===== config.mk =====
export PLATFORM = sky130hd
export DESIGN_NAME = char_lcd_nibble_write_sequencer
export DESIGN_NICKNAME = d
export VERILOG_FILES = /design/src/rtl/lcdseq_pkg.sv /design/src/rtl/lcdseq_ctrl.sv /design/src/rtl/lcdseq_dp.sv /design/src/rtl/char_lcd_nibble_write_sequencer.sv
export SDC_FILE = /design/constraint.sdc
export NUM_CORES = 1
export LEC_CHECK = 0
export ABC_AREA = 1
export BUFFER_PORTS_ARGS = -buffer_cell sky130_fd_sc_hd__buf_2
export CAP_MARGIN = 20
export CORE_MARGIN = 4
export CORE_UTILIZATION = 58
export DETAILED_ROUTE_END_ITERATION = 7
export PLACE_DENSITY = 0.8
export SYNTH_ARGS = -nofsm -noshare
export SYNTH_HDL_FRONTEND = slang
export SYNTH_SLANG_ARGS = --single-unit

===== constraint.sdc =====
create_clock -name clock -period 2.8 [get_ports clock]
set_clock_uncertainty 0.15 [all_clocks]
set_input_delay 0.84 -clock clock [delete_from_list [all_inputs] [get_ports clock]]
set_output_delay 0.84 -clock clock [all_outputs]
set_load 0.05 [all_outputs]

===== src/rtl/lcdseq_pkg.sv =====
`timescale 1ns / 1ps
// ----------------------------------------------------------------------------
// lcdseq_pkg
// Shared types, codes and constants of the character LCD 4-bit write sequencer.
// ----------------------------------------------------------------------------
package lcdseq_pkg;

   localparam int unsigned HOLD_W   = 16;
   localparam int unsigned NIB_W    = 4;
   localparam int unsigned BYTE_W   = 8;
   localparam int unsigned ACTION_W = 2;
   localparam int unsigned CSR_IDX_W = 2;

   localparam logic [HOLD_W-1:0] NIBBLE_HOLD_RST  = 16'd500;
   localparam logic [HOLD_W-1:0] POWERUP_WAIT_RST = 16'd40000;
   localparam logic [HOLD_W-1:0] WAKE_GAP_RST     = 16'd200;
   localparam logic [HOLD_W-1:0] FNSET_GAP_RST    = 16'd40;

   localparam logic [NIB_W-1:0] WAKE_NIBBLE  = 4'h3;
   localparam logic [NIB_W-1:0] MODE4_NIBBLE = 4'h2;

   // init: 3 wake nibbles, 1 mode nibble, then 5 command bytes (10 nibbles)
   localparam logic [3:0] NIDX_MODE     = 4'd3;
   localparam logic [3:0] NIDX_CMD_BASE = 4'd4;
   localparam logic [3:0] NIDX_INIT_END = 4'd13;

   typedef enum logic [ACTION_W-1:0] {
      ACT_INIT = 2'd0,
      ACT_CMD  = 2'd1,
      ACT_CHAR = 2'd2,
      ACT_NONE = 2'd3
   } action_type;

   typedef enum logic [CSR_IDX_W-1:0] {
      CSR_NIBBLE_HOLD  = 2'd0,
      CSR_POWERUP_WAIT = 2'd1,
      CSR_WAKE_GAP     = 2'd2,
      CSR_FNSET_GAP    = 2'd3
   } csr_index_type;

   typedef enum logic [2:0] {
      ST_IDLE,
      ST_LEAD,
      ST_NIB,
      ST_GAP,
      ST_TAIL
   } state_type;

   typedef enum logic [2:0] {
      NSRC_HELD,
      NSRC_WAKE,
      NSRC_MODE,
      NSRC_BYTE_HI,
      NSRC_BYTE_LO,
      NSRC_CMD_HI,
      NSRC_CMD_LO
   } nib_src_type;

   typedef enum logic [2:0] {
      HSRC_NIBBLE,
      HSRC_POWERUP,
      HSRC_WAKE,
      HSRC_FNSET,
      HSRC_ZERO
   } hold_src_type;

   typedef struct packed {
      logic         load_byte;
      logic         emit;
      nib_src_type  nib_src;
      logic [2:0]   cmd_idx;
      logic         rs;
      logic         en;
      hold_src_type hold_src;
      logic         last;
   } dp_cmd_type;

   typedef struct packed {
      logic out_free;
   } dp_stat_type;

   function automatic logic [BYTE_W-1:0] init_cmd(input logic [2:0] idx);
      logic [BYTE_W-1:0] b;
      case (idx)
         3'd0:    b = 8'h28;
         3'd1:    b = 8'h10;
         3'd2:    b = 8'h0F;
         3'd3:    b = 8'h06;
         3'd4:    b = 8'h01;
         default: b = 8'h00;
      endcase
      return b;
   endfunction

endpackage


===== src/rtl/lcdseq_ctrl.sv =====
`timescale 1ns / 1ps
// ----------------------------------------------------------------------------
// lcdseq_ctrl
// Sequencer state machine: walks the pin-state run of one item and issues
// one emit command per state to the datapath.
// ----------------------------------------------------------------------------
module lcdseq_ctrl
   import lcdseq_pkg::*;
(
   input  logic                clock,
   input  logic                reset,
   input  logic                req_valid,
   output logic                req_ready,
   input  logic [ACTION_W-1:0] req_action,
   input  dp_stat_type         stat,
   output dp_cmd_type          cmd
);

   state_type  state_ff, state_in;
   action_type mode_ff, mode_in;
   logic [1:0] phase_ff, phase_in;
   logic [3:0] nidx_ff, nidx_in;

   logic       accept;
   logic       is_init;
   logic       is_char;
   logic       last_nib;
   logic [3:0] nidx_m4;

   assign req_ready = (state_ff == ST_IDLE);
   assign accept    = req_valid && req_ready;
   assign is_init   = (mode_ff == ACT_INIT);
   assign is_char   = (mode_ff == ACT_CHAR);
   assign last_nib  = is_init ? (nidx_ff == NIDX_INIT_END) : (nidx_ff == 4'd1);
   assign nidx_m4   = nidx_ff - NIDX_CMD_BASE;

   always_ff @(posedge clock) begin
      if (reset) begin
         state_ff <= ST_IDLE;
         mode_ff  <= ACT_NONE;
         phase_ff <= 2'd0;
         nidx_ff  <= 4'd0;
      end else begin
         state_ff <= state_in;
         mode_ff  <= mode_in;
         phase_ff <= phase_in;
         nidx_ff  <= nidx_in;
      end
   end

   // next state
   always_comb begin
      state_in = state_ff;
      mode_in  = mode_ff;
      phase_in = phase_ff;
      nidx_in  = nidx_ff;
      unique case (state_ff)
         ST_IDLE: begin
            if (accept) begin
               mode_in  = action_type'(req_action);
               phase_in = 2'd0;
               nidx_in  = 4'd0;
               unique case (action_type'(req_action))
                  ACT_INIT, ACT_CHAR: state_in = ST_LEAD;
                  ACT_CMD:            state_in = ST_NIB;
                  default:            state_in = ST_IDLE;
               endcase
            end
         end
         ST_LEAD: begin
            if (stat.out_free) state_in = ST_NIB;
         end
         ST_NIB: begin
            if (stat.out_free) begin
               if (phase_ff != 2'd2) begin
                  phase_in = phase_ff + 2'd1;
               end else begin
                  phase_in = 2'd0;
                  if (is_init && (nidx_ff < NIDX_CMD_BASE)) begin
                     state_in = ST_GAP;
                  end else if (last_nib) begin
                     state_in = is_char ? ST_TAIL : ST_IDLE;
                  end else begin
                     nidx_in = nidx_ff + 4'd1;
                  end
               end
            end
         end
         ST_GAP: begin
            if (stat.out_free) begin
               state_in = ST_NIB;
               nidx_in  = nidx_ff + 4'd1;
            end
         end
         ST_TAIL: begin
            if (stat.out_free) state_in = ST_IDLE;
         end
         default: state_in = ST_IDLE;
      endcase
   end

   // outputs
   always_comb begin
      cmd           = '0;
      cmd.nib_src   = NSRC_HELD;
      cmd.hold_src  = HSRC_NIBBLE;
      cmd.load_byte = accept;
      cmd.cmd_idx   = nidx_m4[3:1];
      unique case (state_ff)
         ST_IDLE: begin
         end
         ST_LEAD: begin
            cmd.emit     = stat.out_free;
            cmd.nib_src  = NSRC_HELD;
            cmd.rs       = is_char;
            cmd.hold_src = is_init ? HSRC_POWERUP : HSRC_NIBBLE;
         end
         ST_NIB: begin
            cmd.emit     = stat.out_free;
            cmd.rs       = is_char;
            cmd.en       = (phase_ff == 2'd1);
            cmd.hold_src = HSRC_NIBBLE;
            cmd.last     = (phase_ff == 2'd2) && last_nib && !is_char;
            if (is_init) begin
               if (nidx_ff < NIDX_MODE)        cmd.nib_src = NSRC_WAKE;
               else if (nidx_ff == NIDX_MODE)  cmd.nib_src = NSRC_MODE;
               else if (!nidx_m4[0])           cmd.nib_src = NSRC_CMD_HI;
               else                            cmd.nib_src = NSRC_CMD_LO;
            end else begin
               cmd.nib_src = (nidx_ff == 4'd0) ? NSRC_BYTE_HI : NSRC_BYTE_LO;
            end
         end
         ST_GAP: begin
            cmd.emit     = stat.out_free;
            cmd.nib_src  = (nidx_ff == NIDX_MODE) ? NSRC_MODE : NSRC_WAKE;
            cmd.hold_src = (nidx_ff == NIDX_MODE) ? HSRC_FNSET : HSRC_WAKE;
         end
         ST_TAIL: begin
            cmd.emit     = stat.out_free;
            cmd.nib_src  = NSRC_BYTE_LO;
            cmd.hold_src = HSRC_ZERO;
            cmd.last     = 1'b1;
         end
         default: begin
         end
      endcase
   end

endmodule


===== src/rtl/lcdseq_dp.sv =====
`timescale 1ns / 1ps
// ----------------------------------------------------------------------------
// lcdseq_dp
// Datapath: timing registers, byte latch, held data level and the pin-state
// output register.
// ----------------------------------------------------------------------------
module lcdseq_dp
   import lcdseq_pkg::*;
(
   input  logic                 clock,
   input  logic                 reset,
   input  dp_cmd_type           cmd,
   output dp_stat_type          stat,
   input  logic [BYTE_W-1:0]    req_byte_value,
   input  logic                 csr_valid,
   output logic                 csr_ready,
   input  logic [CSR_IDX_W-1:0] csr_index,
   input  logic [HOLD_W-1:0]    csr_data,
   output logic                 rsp_valid,
   input  logic                 rsp_ready,
   output logic [NIB_W-1:0]     rsp_data_nibble,
   output logic                 rsp_reg_select,
   output logic                 rsp_enable,
   output logic [HOLD_W-1:0]    rsp_hold_us,
   output logic                 rsp_last
);

   logic [HOLD_W-1:0] nibble_hold_ff, powerup_wait_ff, wake_gap_ff, fnset_gap_ff;
   logic [NIB_W-1:0]  held_nibble_ff;
   logic [BYTE_W-1:0] byte_ff;
   logic              valid_ff;
   logic [NIB_W-1:0]  nib_ff;
   logic              rs_ff, en_ff, last_ff;
   logic [HOLD_W-1:0] hold_ff;

   logic [NIB_W-1:0]  nib_in;
   logic [HOLD_W-1:0] hold_in;
   logic [BYTE_W-1:0] cmd_byte;

   assign csr_ready     = 1'b1;
   assign stat.out_free = !valid_ff || rsp_ready;
   assign cmd_byte      = init_cmd(cmd.cmd_idx);

   always_comb begin
      case (cmd.nib_src)
         NSRC_HELD:    nib_in = held_nibble_ff;
         NSRC_WAKE:    nib_in = WAKE_NIBBLE;
         NSRC_MODE:    nib_in = MODE4_NIBBLE;
         NSRC_BYTE_HI: nib_in = byte_ff[7:4];
         NSRC_BYTE_LO: nib_in = byte_ff[3:0];
         NSRC_CMD_HI:  nib_in = cmd_byte[7:4];
         NSRC_CMD_LO:  nib_in = cmd_byte[3:0];
         default:      nib_in = held_nibble_ff;
      endcase
   end

   always_comb begin
      case (cmd.hold_src)
         HSRC_NIBBLE:  hold_in = nibble_hold_ff;
         HSRC_POWERUP: hold_in = powerup_wait_ff;
         HSRC_WAKE:    hold_in = wake_gap_ff;
         HSRC_FNSET:   hold_in = fnset_gap_ff;
         default:      hold_in = '0;
      endcase
   end

   always_ff @(posedge clock) begin
      if (reset) begin
         nibble_hold_ff  <= NIBBLE_HOLD_RST;
         powerup_wait_ff <= POWERUP_WAIT_RST;
         wake_gap_ff     <= WAKE_GAP_RST;
         fnset_gap_ff    <= FNSET_GAP_RST;
      end else if (csr_valid && csr_ready) begin
         unique case (csr_index_type'(csr_index))
            CSR_NIBBLE_HOLD:  nibble_hold_ff  <= csr_data;
            CSR_POWERUP_WAIT: powerup_wait_ff <= csr_data;
            CSR_WAKE_GAP:     wake_gap_ff     <= csr_data;
            CSR_FNSET_GAP:    fnset_gap_ff    <= csr_data;
            default:          nibble_hold_ff  <= nibble_hold_ff;
         endcase
      end
   end

   always_ff @(posedge clock) begin
      if (reset) begin
         held_nibble_ff <= '0;
         valid_ff       <= 1'b0;
      end else begin
         if (cmd.emit) begin
            held_nibble_ff <= nib_in;
            valid_ff       <= 1'b1;
         end else if (rsp_ready) begin
            valid_ff <= 1'b0;
         end
      end
   end

   always_ff @(posedge clock) begin
      if (cmd.load_byte) byte_ff <= req_byte_value;
      if (cmd.emit) begin
         nib_ff  <= nib_in;
         rs_ff   <= cmd.rs;
         en_ff   <= cmd.en;
         hold_ff <= hold_in;
         last_ff <= cmd.last;
      end
   end

   assign rsp_valid       = valid_ff;
   assign rsp_data_nibble = nib_ff;
   assign rsp_reg_select  = rs_ff;
   assign rsp_enable      = en_ff;
   assign rsp_hold_us     = hold_ff;
   assign rsp_last        = last_ff;

endmodule


===== src/rtl/char_lcd_nibble_write_sequencer.sv =====
`timescale 1ns / 1ps
// ----------------------------------------------------------------------------
// char_lcd_nibble_write_sequencer
// Character LCD 4-bit bus sequencer: turns init / command / character items
// into runs of pin states (data nibble, RS, enable, hold time).
// ----------------------------------------------------------------------------
// An accepted item is registered in the state machine, and its first pin state
// is then registered in the output register.
// Throughput: one pin state per cycle from the sequencer state machine while
//   rsp_ready is high.
// One item at a time; the next is taken once the last state is registered.
// Reset: timing registers return to 500/40000/200/40 us, held data level 0.
module char_lcd_nibble_write_sequencer
   import lcdseq_pkg::*;
(
   input  logic                 clock,
   input  logic                 reset,
   input  logic                 req_valid,
   output logic                 req_ready,
   input  logic [ACTION_W-1:0]  req_action,
   input  logic [BYTE_W-1:0]    req_byte_value,
   output logic                 rsp_valid,
   input  logic                 rsp_ready,
   output logic [NIB_W-1:0]     rsp_data_nibble,
   output logic                 rsp_reg_select,
   output logic                 rsp_enable,
   output logic [HOLD_W-1:0]    rsp_hold_us,
   output logic                 rsp_last,
   input  logic                 csr_valid,
   output logic                 csr_ready,
   input  logic [CSR_IDX_W-1:0] csr_index,
   input  logic [HOLD_W-1:0]    csr_data
);

   dp_cmd_type  cmd;
   dp_stat_type stat;

   lcdseq_ctrl u_ctrl (
      .clock      (clock),
      .reset      (reset),
      .req_valid  (req_valid),
      .req_ready  (req_ready),
      .req_action (req_action),
      .stat       (stat),
      .cmd        (cmd)
   );

   lcdseq_dp u_dp (
      .clock           (clock),
      .reset           (reset),
      .cmd             (cmd),
      .stat            (stat),
      .req_byte_value  (req_byte_value),
      .csr_valid       (csr_valid),
      .csr_ready       (csr_ready),
      .csr_index       (csr_index),
      .csr_data        (csr_data),
      .rsp_valid       (rsp_valid),
      .rsp_ready       (rsp_ready),
      .rsp_data_nibble (rsp_data_nibble),
      .rsp_reg_select  (rsp_reg_select),
      .rsp_enable      (rsp_enable),
      .rsp_hold_us     (rsp_hold_us),
      .rsp_last        (rsp_last)
   );

endmodule


## Yosys cells after proc, flatten, opt, wreduce, memory -nomap -nowiden

Index checks and enable logic that the tools add are counted.

| storage, ports and cells | value |
|---|---|
| output and inout bits | 26 |
| register bits after elaboration | 111 |
| input port bits | 33 |
| word-level logic and storage cells | 125 |

| cells by class | value |
|---|---|
| $add $sub $neg | 3 |
| $lt $le $gt $ge | 2 |
| multiplexer cells | 38 |
| reductions and logical operators | 28 |
| eq/ne operators | 38 |

Operators by type and width:

| operator | count |
|---|---|
| $pmux W16 S4 | 1 |
| $mux W3 | 12 |
| $pmux W6 S5 | 1 |
| $eq A3 B2 Y1 const B | 8 |
| $mux W4 | 6 |
| $pmux W4 S6 | 1 |
| $pmux W4 S4 | 1 |
| $eq A3 B3 Y1 const B | 5 |
| $eq A3 B1 Y1 const B | 4 |
| $pmux W3 S4 | 1 |
| $pmux W4 S3 | 1 |
| $eq A2 B2 Y1 const B | 5 |
| $mux W2 | 5 |
| $ne A2 B2 Y1 const B | 5 |
| $reduce_and A2 Y1 | 5 |
| $logic_not A3 Y1 | 3 |
| $pmux W3 S3 | 1 |
| $ne A2 B1 Y1 const B | 4 |
| $pmux W2 S2 | 2 |
| $reduce_and A7 Y1 | 1 |
| $eq A2 B1 Y1 const B | 3 |
| $logic_not A2 Y1 | 3 |
| $reduce_and A6 Y1 | 1 |
| $reduce_or A2 Y1 | 3 |
| 18 further kinds | 27 |

## Depth between registers and ports, before layout

| depth | value |
|---|---|
| depth after elaboration | 8 |
| depth in mapped cells | 16 |
| gate-level depth less buffers | 16 |

## Modules after synthesis

Synthesis repeated with hierarchy kept, for this count alone.

| second synthesis, totals | value |
|---|---|
| cells, all modules | 627 |
| area, all modules | 5019.8 µm² |

Modules (own cells, without submodules):

| module | instances | area each (µm²) | seq. area each (µm²) | cells each |
|---|---|---|---|---|
| lcdseq_dp | 1 | 4096.4 | 2312.2 | 477 |
| lcdseq_ctrl | 1 | 923.4 | 220.2 | 150 |

## Worst setup path before layout

Ideal clock, no wire load.

| path | value |
|---|---|
| kind | register to register |
| start point | register u_ctrl.state_ff[1] |
| end point | register u_ctrl.phase_ff[1] |
| period minus slack after synthesis | 3020 ps |
| buffers on the path | 0 |
| data arrival time | 2744 ps |
| setup slack | -220 ps |
| cell stages (with the launch flop) | 7 |
| setup time | 126 ps |
| required time | 2524 ps |
| cell sequence | dfxtp_1 nor3_1 inv_1 nor2_1 o21ai_0 o21ai_0 a21oi_1 |

RTL lines:

| what | RTL line | RTL |
|---|---|---|
| from (decl) | lcdseq_ctrl.sv:19 | `state_type state_ff, state_in;` |
| from (signal assigned) | lcdseq_ctrl.sv:44 | `state_ff <= state_in;` |
| to (signal assigned) | lcdseq_ctrl.sv:46 | `phase_ff <= phase_in;` |
| to (decl) | lcdseq_ctrl.sv:21 | `logic [1:0] phase_ff, phase_in;` |

## Final worst setup path

| path | value |
|---|---|
| start point | register u_ctrl.nidx_ff[2] |
| end point | register u_dp.nib_ff[0], in the netlist u_dp.rsp_data_nibble[0] (data pin) |

| on the way | value |
|---|---|
| cells in the longest elaborated chain, start to end | 7 |
| elaborated cells on any way between the ends | 23 |
| those cells by class | add/sub (1); order compare (1); eq/ne (11); mux (8); reduce/logical (2) |

Ends and longest elaborated chain:

| what | RTL line | RTL |
|---|---|---|
| from (decl) | lcdseq_ctrl.sv:22 | `logic [3:0] nidx_ff, nidx_in;` |
| from (signal assigned) | lcdseq_ctrl.sv:47 | `nidx_ff <= nidx_in;` |
| branches (longest 6 deep; another with $lt A4 B2 Y1) | -- |  |
| $pmux W4 S6 (*) | lcdseq_dp.sv:45 | `case (cmd.nib_src)` |
| net u_dp.nib_in[0] | lcdseq_dp.sv:36 | `logic [NIB_W-1:0] nib_in;` |
| to (signal assigned) | lcdseq_dp.sv:101 | `nib_ff <= nib_in;` |
| to (decl) | lcdseq_dp.sv:32 | `logic [NIB_W-1:0] nib_ff;` |

Mark *: on every way through the listed nets, which the timed path passes.
A chain may end at the register's enable or synchronous reset.

==> metrics.yaml <==
cts_resized: 0
place_inst: 742
fin_cells: 758
hold_viol: 0
post-synth-top-area-cell: "dfxtp_1"
wl_mm: 10.9
remaining_drc_errors: 0
path_depth: 14
postCtsSetupRepairBufs: 0
period_share_pct: 86.6
p_leak_nw: 2.37
muxShareOfSynthArea_pct: 0
gp_congestion: 0.885
die_w_um: 99.1
arrival_ns: 2.41
ys_seq_area_share_pct: 52.6
critPathMaxStageDelay_ns: 0.44
syn_nets: 628
synthCells: 590
grt-ovfl-total: 0
total_power_w: 0.00538
core_um2: 7890
syn2layout_area_growth_pct: 12.7
startpoint: "u_ctrl.nidx_ff[2]"
setup_viol: 0
synthAdderAreaFrac_pct: 1.30
ys.flop_type: "dfxtp_1"
cts_buffer_depth: 2
criticalPathCategory: "register to register"
endpoint: "u_dp.rsp_data_nibble[0]"
synth.top_cell.area_share_pct: 33.3
drt_iter0_drc: 204
r2r_end: "u_dp.rsp_data_nibble[0]"
vias: 4138
crit_path_top_delay_cell: "dfxtp_1"
grt_use_met2_pct: 38.1
antenna_cells: 0
cts.clk_slew.worst_paths_ns: 0.10
worstPathMaxFanout: 8
slew_headroom_pct: 51.2
hp-class: "register to register"
viasPerCell: 5.46
power.density_nw_per_um2: 992
drtAntennaViolNets: 0
cp-end-kind: "register"
antenna_found_initial: 0
synthTopCellsByArea: "dfxtp_1, edfxtp_1, nand2_1"
layout.nets: 689
rrSetupSlack_ns: 0.38
cts_sinks: 111
path_cells: "inv_1 > ha_1 > nand2_1 > inv_1 > nor2_4 > inv_1 > nand2_4 > nor2_1 > nand3_1 > nand2_1 > inv_1 > nand2_1 > nand2_2 > inv_1"
drt_first_pass_iters: 5
ys_async_sr_fraction_pct: 0
rows: 32
path_delay_family: "simple AND/OR/NAND/NOR gates"
cp.required_ns: 2.78
multiInputGateArea_um2: 1950
crit_buf_inv: 5
grt_pass1_vias: 3978
clk_latency_ns: 0.36
synth_compound_area_share_pct: 13.6
grtUsageTotal_pct: 22.9
synth_edf_count: 31
r2r_cells: 14
io_buffer_count: 57
drv_cap: 0
fillers: 650
worst_pin_slew_ns: 0.731
final_common_cell: "nand2_1"
timing.fmax_mhz: 412
status: "finished, final reports clean"
rsz0062_at_grt: "false"
die_y_um: 99.1
dpl.hpwl_mm: 7.44
reg2reg_from: "u_ctrl.nidx_ff[2]"
final_util_pct: 68.8
yosys.area_share.simple_pct: 25.1
cts_tree: "yes"
grt.met1_usage_pct: 30.0
synth_area_um2: 4810
post_drt_wl_per_cell_um: 14.4
grt_max_degree: 40
drive_above_1_share_pct: 16.9
synth-seq-cells: 111
min_period_ns: 2.42
die_area_um2: 9820
crit_top_cell: "inv_1"
regArea_um2: 2530
numCtsBuffers: 9
start_util_pct: 61.0
use_met3_pct: 4.70
htree_num_levels: 3
grt_pass1_wl_mm: 18.3
synthXorXnorAreaFrac_pct: 0.182
final_cell_mix: "nand2_1, nor2_1, dfxtp_1"
io_pins: 59
root_buffer: "clkbuf_8"
finalSetupTns_ns: 0
yosys_warnings: 0
max-vdd-ir-drop_v: 0.000410
cts_hold_buf: 0
synth_top_family_by_area: "simple AND/OR/NAND/NOR gates"
synth_cell_types: 37
avgSynthCellArea_um2: 8.16
startpoint_type: "register"
finalMaxSlewViolations: 0
grt_busiest_layer: "met2"
## worst min-delay path by stage
stage,startpoint,to,slack (ns),depth (start not counted)
after floorplan,u_dp.fnset_gap_ff[3],u_dp.fnset_gap_ff[3],0.28,2
after global placement,u_dp.wake_gap_ff[8],u_dp.wake_gap_ff[8],0.29,2
after detailed placement,u_dp.nibble_hold_ff[2],u_dp.nibble_hold_ff[2],0.29,2
after CTS,u_dp.wake_gap_ff[12],u_dp.wake_gap_ff[12],0.31,2
after global routing,u_dp.wake_gap_ff[12],u_dp.wake_gap_ff[12],0.33,2
final,u_dp.wake_gap_ff[12],u_dp.wake_gap_ff[12],0.31,2
## metrics by stage
stage	hold WS, ns	setup WS [ns]	area (µm²)
3_3_place_gp	0.288	0.524	5230
3_5_place_dp	0.293	0.443	5230
5_1_grt	0.332	0.208	5430
6_report	0.310	0.376	5430
4_1_cts	0.310	0.406	5430
2_1_floorplan	0.279	0.288	4820
## registers in the layout, indices dropped and copies added, names as in the netlist, 8 cells and up
name                  count
u_dp.byte_ff              8
u_dp.fnset_gap_ff        16
u_dp.nibble_hold_ff      16
u_dp.powerup_wait_ff     16
u_dp.rsp_hold_us         16
u_dp.wake_gap_ff         16
## Yosys cell counts (all sizes together), types with 2 or more instances
cell type and count:
o2111ai 13, nand3 37, a21oi 31, or2 2, nor2 91, o22ai 2
o21ai 64, nand2 125, inv 61, ha 5, clkbuf 17, buf 3
nand4 5, a221o 2, nor3 10, o211ai 2, nor3b 2, dfxtp 80
edfxtp 31, clkinv 3
## routing by layer
metal / up-vias / wire length, µm / part of all wire [%]
li1: 2066 / - / -
met1: 1903 / 4830 / 44
met2: 146 / 5170 / 47
met3: 23 / 718 / 6.6
met4: 0 / 184 / 1.7
met5: - / 0 / 0
## layout make-up
| class | instances | share of cell area (%) |
|---|---|---|
| timing repair buffer | 70 | 7.06 |
| inverter | 64 | 4.52 |
| clock inverter | 5 | 0.945 |
| tap | 102 | 2.35 |
| clock buffer | 11 | 2.61 |
| sequential | 111 | 46.7 |
| multi-input combinational | 395 | 35.9 |
## worst min-delay path, delay by kind of cell (launching register included)
family                 cells  cell delay [ns]
buffers and inverters      1             0.06
AOI/OAI and AO/OA          1             0.05
DFF                        1             0.31
## kinds of logic (layout without fill, tap and decap cells)
kind of cell             count (synthesis)  in the layout
AO/OA/AOI/OAI                          116            116
XOR/XNOR                                 1              1
adder cells (fa/ha/maj)                  5              5
buffers and inverters                   84            150
flip-flops                             111            111
other                                    1              1
AND/OR/NAND/NOR                        272            272
## where the power goes
| group | total [W] | switching [W] | internal (W) |
|---|---|---|---|
| Combinational | 0.00223 | 0.00168 | 0.000547 |
| Sequential | 0.00223 | 0.000147 | 0.00208 |
| Clock | 0.000921 | 0.000553 | 0.000368 |
| Total | 0.00538 | 0.00238 | 0.00300 |
Power figures use the tool's default switching activity.
